**config.mk**
```make
export PLATFORM = sky130hd
export DESIGN_NAME = kst_cell
export DESIGN_NICKNAME = d
export VERILOG_FILES = /design/src/hdl/kst_pkg.sv /design/src/hdl/kst_cell.sv
export SDC_FILE = /design/constraint.sdc
export NUM_CORES = 1
export LEC_CHECK = 0
export BUFFER_PORTS_ARGS = -buffer_cell sky130_fd_sc_hd__buf_2
export CAP_MARGIN = 20
export CORE_ASPECT_RATIO = 1.1
export CORE_UTILIZATION = 43
export CTS_CLUSTER_SIZE = 10
export DETAILED_ROUTE_END_ITERATION = 10
export PLACE_DENSITY = 0.86
export SYNTH_ARGS = -nofsm -noshare
export SYNTH_HDL_FRONTEND = slang
export SYNTH_SLANG_ARGS = --single-unit
```
**constraint.sdc**
```tcl
create_clock -name clk -period 2 [get_ports clk]
set_clock_uncertainty 0.05 [all_clocks]
set_input_delay 0.1 -clock clk [delete_from_list [all_inputs] [get_ports clk]]
set_output_delay 0.1 -clock clk [all_outputs]
set_load 0.01 [all_outputs]
```
**src/hdl/kst_pkg.sv**
```systemverilog
package kst_pkg;

    // Command codes carried in the request
    typedef enum logic [1:0] {
        CMD_INSERT = 2'd0,
        CMD_SEARCH = 2'd1,
        CMD_DELETE = 2'd2
    } cmd_t;

    // Status codes returned in the response
    typedef enum logic [1:0] {
        STAT_OK   = 2'd0,
        STAT_MISS = 2'd1,
        STAT_FULL = 2'd2
    } status_t;

    // Sequencer states
    typedef enum logic [1:0] {
        S_IDLE   = 2'd0,
        S_SCAN   = 2'd1,
        S_FINISH = 2'd2
    } state_t;

    localparam int KEY_W  = 32;
    localparam int DATA_W = 8;
    localparam int SLOT_W = 8;

    typedef struct packed {
        logic [1:0]        cmd;
        logic [KEY_W-1:0]  key;
        logic [DATA_W-1:0] value;
    } req_t;

    typedef struct packed {
        logic [1:0]        status;
        logic [SLOT_W-1:0] slot;
        logic [DATA_W-1:0] value_out;
    } rsp_t;

    // Contents of one slot of the ring
    typedef struct packed {
        logic              valid;
        logic [KEY_W-1:0]  key;
        logic [DATA_W-1:0] value;
    } entry_t;

    // Ring control from the sequencer to every cell
    typedef struct packed {
        logic shift;
        logic wr_en;
    } ring_ctl_t;

endpackage

```
**src/hdl/kst_cell.sv**
```systemverilog
module kst_cell
    import kst_pkg::*;
#(
    parameter int IDX_W = 8,
    parameter int INDEX = 0
) (
    input  logic             clk,
    input  logic             rst_n,
    input  ring_ctl_t        ctl,
    input  logic [IDX_W-1:0] wr_idx,
    input  entry_t           wr_entry,
    input  entry_t           shift_in,
    output entry_t           entry
);

    logic                    valid_reg;
    logic                    valid_next;
    logic [KEY_W-1:0]        key_reg;
    logic [KEY_W-1:0]        key_next;
    logic [DATA_W-1:0]       value_reg;
    logic [DATA_W-1:0]       value_next;
    logic                    wr_hit;

    assign wr_hit = ctl.wr_en && (wr_idx == IDX_W'(INDEX));

    // Take the neighbor's entry on shift, or the new entry on a write here
    always_comb
    begin
        valid_next = valid_reg;
        key_next   = key_reg;
        value_next = value_reg;
        if (ctl.shift)
        begin
            valid_next = shift_in.valid;
            key_next   = shift_in.key;
            value_next = shift_in.value;
        end
        else if (wr_hit)
        begin
            valid_next = wr_entry.valid;
            key_next   = wr_entry.key;
            value_next = wr_entry.value;
        end
    end

    // Valid mark clears at reset
    always_ff @(posedge clk or negedge rst_n)
    begin
        if (!rst_n)
        begin
            valid_reg <= 1'b0;
        end
        else
        begin
            valid_reg <= valid_next;
        end
    end

    // Key and data hold no reset
    always_ff @(posedge clk)
    begin
        key_reg   <= key_next;
        value_reg <= value_next;
    end

    assign entry.valid = valid_reg;
    assign entry.key   = key_reg;
    assign entry.value = value_reg;

endmodule

```
==> metrics.txt, run 1 <==
die width 63.44 microns; Pwr Density 725.0 nW/um^2; post-CTS setup repair buffer count 0; Overflow after GRT 0; crit start category primary input; residual DRC count 0; largest family of logic cells by synthesized area multiplexers; async set-reset flop share out of synthesis 0.02439; Root Buffer clkbuf_8; final setup TNS 0 ns; final clock period utilization by the worst path 0.5625; post-synth top area cell edfxtp_1; hold crit path type in2async; critical path required time 1.99 ns; worst stage delay on the critical path 0.42 ns; max FFs per register 32; RSZ-0062 raised after global routing no; Netlist cell types 14; maximum VDD drop 0.4645 mV; Synth Area in Compound Gates 0.01331; hold slack final 0.05553 ns; vias in the first global route 1363; CP delay by family, top buffers and inverters; H-tree depth 2; Global Route Usage Sum 0.1933; Avg Inst Size Synth 18.60 sq um; WL final 3996 microns; clock latency on the worst-skew pair 0.28 ns; chip height 69.59 microns; num ports 135; XOR/XNOR share of the synthesized area 0; I/O Buffers 134; Adder-Cell Fraction of Synth Area 0; top cells by count, synth edfxtp_1, mux2_2, buf_2; initial antenna violation count 0; Worst slew margin 0.6576; full die area 4414 sq um; WL per Instance 13.92 microns; most used flip-flop cell after synthesis edfxtp_1; FF+latch count, synth 41; first-pass GRT wire length 6306 microns; area grow syn2layout 47.02%; Max Cap Violations 0; critical path peak fanout 23; f_max 0.8888 GHz; Synth area leaders edfxtp_1, mux2_2, buf_2; simple-gate share of the synthesized area 0.02733; Num CTS Buffers 5; Via Count 1368; Antenna Cells 0; setup violators final 0; Max Slew Vio Count 0; Critical Path AT 1.11 ns; Worst-Margin Slew 0.5136 ns; crit-path cells buf_2 > buf_12 > mux2_2; status completed; Worst setup EP type flop; Post-Synthesis Cells 96; min Tclk post-route 1.125 ns; share of layout cells above drive strength 1 0.7957; crit path kind in2reg; Buf+Inv Stages, Crit Path 2; clk slew on worst S/H paths 0.08 ns; core box area 3964 sq um; leakage 1.177 nW; Final Net Count 328; drt initial violations 27; Worst Reg-to-Reg Cells 3; number of cells on the critical path 3; vias per cell 4.767; clock sinks 41; Site Rows 24; Post-synth EDFFs 40; Fin. Hold Viols 0; initial core utilization 0.4504; drt first pass iters 4; routability congestion estimate 0.7489; slowest CP cell buf_2; CTS tree done; syn nets 190; warnings from Yosys 0; largest net degree at the start of global routing 41; Post-DRT Antenna Nets 0; clock tree buffer depth 2; post-cts resize count 0; sequential area share after synthesis 0.6868; Mapped Area 1785 sq um; mux contribution to synthesized area 0.2523; Yosys top cell area share 0.6727
==> final cells by class <==
cell class                      instances  area (sq um)
Sequential cell                        41          1226
Fill cell                             311          1339
Clock inverter                          3         17.52
Multi-Input combinational cell         48         523.0
Clock buffer                            5         68.82
Tap cell                               52         65.06
Timing Repair Buffer                  137         720.7
Inverter                                1         3.754
==> worst reg2reg max path: stages (launching register included) <==
cell	delay [ns]
dfrtp_1	0.38
inv_1	0.06
a31oi_1	0.04
o31a_1	0.28
==> per-layer routing <==
metal | wire [microns] | GRT usage | vias up | part of all wire
met1 | 1434 | 0.2011 | 626 | 0.36
met4 | 89 | 0.09091 | 0 | 0.022
met5 | 0 | 0 | - | 0
li1 | - | - | 648 | -
met3 | 373 | 0.05757 | 8 | 0.093
met2 | 2098 | 0.3487 | 86 | 0.53
==> metrics by stage <==
step                total power (W)  utilization  setup slack (ns)  instance area [sq um]  cells
floorplan                  0.001223            -            0.5059                   1785     96
global placement           0.001395       0.6379            0.6000                   2529    278
detailed placement         0.001405       0.6379            0.5649                   2529    278
CTS                        0.001929       0.6622            0.8701                   2625    287
global route               0.001979       0.6622            0.8034                   2625    287
finish                     0.001903       0.6622            0.8749                   2625    287
==> logic make-up after synthesis <==
group,Yosys count
simple gates,5
flops,41
compound gates,3
mux,40
buf+inv,7
==> layout by cell type (no fill, tap or decap), drive strengths merged, types with 2 or more instances in the layout <==
cell type  instances
edfxtp            40
buf              136
mux2              40
clkinv             2
clkbuf             5
==> worst paths after layout <==
check	to	slack (ns)	from
worst min-delay path	valid_reg	0.06	rst_n
min in group clk	key_reg[21]	0.06	shift_in[29]
worst max-delay path	key_reg[9]	0.87	ctl[1]
worst max register to register	valid_reg	1.09	valid_reg
max in group asynchronous	valid_reg	1.75	rst_n
worst min register to register	valid_reg	0.63	valid_reg
==> report_power, final <==
group | switching [W] | internal, W
Combinational | 0.000146 | 0.000183
Clock | 0.000281 | 0.000241
Sequential | 0.0000172 | 0.00103
==> timing repair <==
| action | 4_1_cts | 5_1_grt |
|---|---|---|
| hold buffers | 1 | 0 |
| hold endpoints to repair | 1 | 0 |
| setup endpoints to repair | 0 | 0 |
No activity file was read; power rests on OpenSTA's default activity.
==> inputs of run 2 (changes only) <==
CORE_UTILIZATION = 36   (was 43)
PLACE_DENSITY = 0.77   (was 0.86)
clock period = 1 ns   (was 2 ns; I/O delays follow)
==> metrics.txt, run 2 (synthesis results as in run 1) <==
first-pass GRT wire length 5761 microns; final worst slack 0.03734 ns; post-CTS setup repair buffer count 0; crit start category primary input; Worst slew margin 0.8139; crit path kind in2reg; Overflow after GRT 0; Antenna Cells 0; pre-CTS setup slack -0.2830 ns; clock tree buffer depth 2; setup violators final 0; chip height 75.86 microns; HP Start wr_entry[0]; critical path required time 0.95 ns; die width 69.15 microns; RSZ-0062 raised after global routing no; Num CTS Buffers 5; drt initial violations 59; final clock period utilization by the worst path 0.9627; full die area 5245 sq um; initial antenna violation count 0; Fin. Hold Viols 0; Max Cap Violations 0; Via Count 1354; leakage 1.215 nW; residual DRC count 0; core box area 4717 sq um; Site Rows 26; Critical Path AT 0.91 ns; Finished Cell Area 2705 sq um; fin cells 296; Global Route Usage Sum 0.1501; multi-input gate area in the final layout 536.8 sq um; Root Buffer clkbuf_8; largest net degree at the start of global routing 26; clock latency on the worst-skew pair 0.28 ns; maximum VDD drop 0.7718 mV; f_max 1.039 GHz; Placed Area 2597 sq um; CTS tree done; cell count after placement 286; Finished Core Util 0.5735; area grow syn2layout 51.51%; max FFs per register 32; Worst setup startpoint wr_idx[2]; min Tclk post-route 0.9627 ns; hold crit path type in2reg; vias in the first global route 1238; Final Net Count 333; Worst-Margin Slew 0.2770 ns; WL per Instance 13.40 microns; Fillers 394; critical path peak fanout 21; status completed; routability congestion estimate 0.7201; commonest cells after routing, fill and taps aside buf_2, mux2_2, edfxtp_1; most common cell after layout, fill and taps aside buf_2; Detailed Place HPWL 3227 microns; H-tree depth 2; vias per cell 4.574; Max Slew Vio Count 0; total power 0.003797 W; share of layout cells above drive strength 1 0.7958; clock sinks 41; clk slew on worst S/H paths 0.07 ns; Pwr Density 1404 nW/um^2; drt first pass iters 4; I/O Buffers 134; Critical R2R Launch valid_reg; FF/Latch Area 1226 sq um; WL final 3966 microns; num ports 135; initial core utilization 0.3785; Worst setup EP type flop; Post-DRT Antenna Nets 0
==> run 2: per-stage QoR <==
stage	setup TNS, ns	hold slack [ns]
CTS	0	0.001752
finish	0	0.01299
floorplan	-9.034	-0.2956
detailed placement	-12.17	-0.2225
global placement	-10.24	-0.2249
global route	0	0.004613
==> run 2: timing repair <==
item	CTS	global route
hold buffers	1	1
endpoints found under the hold margin	1	1
gates resized for setup	0	1
setup endpoints to repair	0	10
==> run 2: final cells by class <==
cell class | instances | share of cell area
Clock buffer | 6 | 0.02683
Clock inverter | 2 | 0.003700
Inverter | 1 | 0.001388
Multi-Input combinational cell | 48 | 0.1984
Sequential cell | 41 | 0.4533
Tap cell | 56 | 0.02590
Timing Repair Buffer | 142 | 0.2905
==> run 2: worst paths after layout <==
path                           endpoint  slack (ns)  depth (start not counted)
min reg2reg                   valid_reg        0.63                          3
max in group asynchronous     valid_reg        0.80                          2
max reg2reg                   valid_reg        0.10                          3
max                          key_reg[7]        0.04                          4
min in group asynchronous     valid_reg        0.02                          2
min                        value_reg[0]        0.01                          2
==> run 2: worst max-delay path, cell delays in order <==
cell and delay (ns):
buf_2 0.11, nor4_4 0.33, a31o_4 0.24, buf_12 0.17
==> run 2: report_power, final <==
group          internal, W  switching [W]
Sequential         0.00207      0.0000360
Clock             0.000483       0.000516
Combinational     0.000393       0.000299
Total              0.00295       0.000851
==> run 2: routing by layer <==
layer,vias to the layer above,share of wire,wire length [microns],track usage
met2,83,0.51,2029,0.2589
met4,0,0.029,114,0.09070
li1,659,-,-,-
met1,603,0.38,1489,0.1578
met3,9,0.084,333,0.06085
met5,-,0,0,0
==> inputs of run 3 (changes only) <==
clock period = 0.8 ns   (was 1 ns; I/O delays follow)
==> metrics.txt, run 3 (synthesis results as in run 1) <==
crit-path cells buf_6 > buf_6; cell count after placement 288; Detailed Place HPWL 3147 microns; I/O Buffers 134; clock sinks 41; status complete, but fails checks; Max Slew Vio Count 0; Critical R2R Launch valid_reg; failing checks negative setup slack; Antenna Cells 0; most common cell type on the critical path buf_6; leakage 1.436 nW; most common cell after layout, fill and taps aside buf_2; Switching Fraction 0.2051; Critical Path AT 0.90 ns; fin cells 301; Worst setup startpoint valid_reg; Finished Cell Area 2965 sq um; Fin. Hold Viols 0; Seq pwr share 0.506; drt initial violations 73; routability congestion estimate 0.7420; first-pass GRT wire length 5727 microns; crit path to entry[40]; f_max 1.012 GHz; max FFs per register 32; critical path peak fanout 2; area grow syn2layout 66.08%; crit path kind reg2out; Overflow after GRT 0; WL final 4102 microns; Site Rows 26; M2 GR Usage 0.2546; final setup TNS -9.104 ns; Global Route Usage Sum 0.1470; chip height 75.86 microns; commonest cells after routing, fill and taps aside buf_2, edfxtp_1, mux2_4; vias per cell 4.468; Via Count 1345; clk slew on worst S/H paths 0.07 ns; hold crit path type in2reg; critical path required time 0.71 ns; final clock period utilization by the worst path 1.236; combinational cell fraction of total power 0.200; Worst setup EP type primary output; RSZ-0062 raised after global routing yes; worst stage delay on the critical path 0.40 ns; min Tclk post-route 0.9885 ns; grt peak-use layer met2; largest net degree at the start of global routing 26; total power 0.005202 W; reg2reg end valid_reg; met3 GRT Util 0.04894; die width 69.15 microns; initial antenna violation count 0; Num CTS Buffers 5; final worst slack -0.1885 ns; H-tree depth 2; Root Buffer clkbuf_8; drt first pass iters 4; clock latency on the worst-skew pair 0.27 ns; Worst-Margin Slew 0.2728 ns; Worst slew margin 0.8167; WL per Instance 13.63 microns; share of layout cells above drive strength 1 0.7959; clock tree buffer depth 2; Worst Reg-to-Reg Cells 3; maximum VDD drop 1.143 mV; Post-DRT Antenna Nets 0; met1 Resource Use GR 0.1709; Pwr Density 1754 nW/um^2; Max Cap Violations 0; cell-internal power 0.004135 W; Placed Area 2755 sq um; pre-CTS setup slack -0.4153 ns; vias in the first global route 1222; clock network fraction of total power 0.293; crit start category flop; Switching Power 0.001067 W; full die area 5245 sq um; R2R setup slack -0.10 ns; Fillers 359; Final Net Count 338; slowest CP cell dfrtp_1; setup violators final 82; CTS tree done; initial core utilization 0.3785; core box area 4717 sq um; num ports 135; residual DRC count 0
run 3: cell count changes in the layout (fill, tap and decap cells not counted):
cell	delta
mux2_2	-38
mux2_4	+38
buf_6	+5
buf_2	-3
buf_4	+2
clkinv_2	-2
buf_16	+1
bufinv_16	+1
clkbuf_16	+1
clkinv_1	+1
dlygate4sd3_1	-1
nor3_1	+1
nor3_2	-1
run 3: how the worst min path moves through the flow:
stage                           start      endpoint  slack [ns]  cells after the start
after floorplan                 rst_n     valid_reg       -0.31                      0
after global placement          rst_n     valid_reg       -0.23                      1
after detailed placement        rst_n     valid_reg       -0.23                      1
after CTS                 wr_entry[2]  value_reg[2]       0.002                      2
after global routing            rst_n     valid_reg      0.0008                      2
final                     wr_entry[2]  value_reg[2]        0.01                      2
run 3: layout make-up:
class | instances | area (sq um) | share of cell area
multi-input cells | 48 | 674.4 | 0.2274
well taps | 56 | 70.07 | 0.02363
clock inverters | 2 | 33.78 | 0.01139
clock buffers | 6 | 72.57 | 0.02447
flip-flops and latches | 41 | 1226 | 0.4135
repair buffers | 147 | 884.6 | 0.2983
inverters | 1 | 3.754 | 0.001266
run 3: stage by stage:
stage	utilization	hold WS, ns
2_1_floorplan	-	-0.3056
3_3_place_gp	0.5841	-0.2290
3_5_place_dp	0.5841	-0.2281
4_1_cts	0.6210	0.001977
5_1_grt	0.6286	0.0008226
6_report	0.6286	0.01097
run 3: per-layer routing:
| metal | routed length, microns | share of wire |
|---|---|---|
| met2 | 2103 | 0.51 |
| met1 | 1575 | 0.38 |
| met5 | 0 | 0 |
| met4 | 40 | 0.0098 |
| met3 | 383 | 0.093 |
run 3: what timing repair did:
action,CTS,global route
setup endpoints to repair,82,82
hold buffers,1,0
pin swaps,1,1
buffers inserted,1,0
resized for setup,5,0
hold endpoints to repair,1,0
gates cloned,1,2
run 3: power by group through the flow:
stage | clock, W | combinational [W] | sequential [W]
6_report | 0.00153 | 0.00104 | 0.00263
5_1_grt | 0.00166 | 0.00112 | 0.00265
4_1_cts | 0.00157 | 0.00104 | 0.00264
3_5_place_dp | 0 | 0.000996 | 0.00268
3_3_place_gp | 0 | 0.000978 | 0.00268
2_1_floorplan | 0 | 0.000415 | 0.00280
run 3: worst max-delay path, delay by kind of cell, from the launching register on:
family	cells	cell delay [ns]
buffers and inverters	2	0.23
DFF	1	0.40
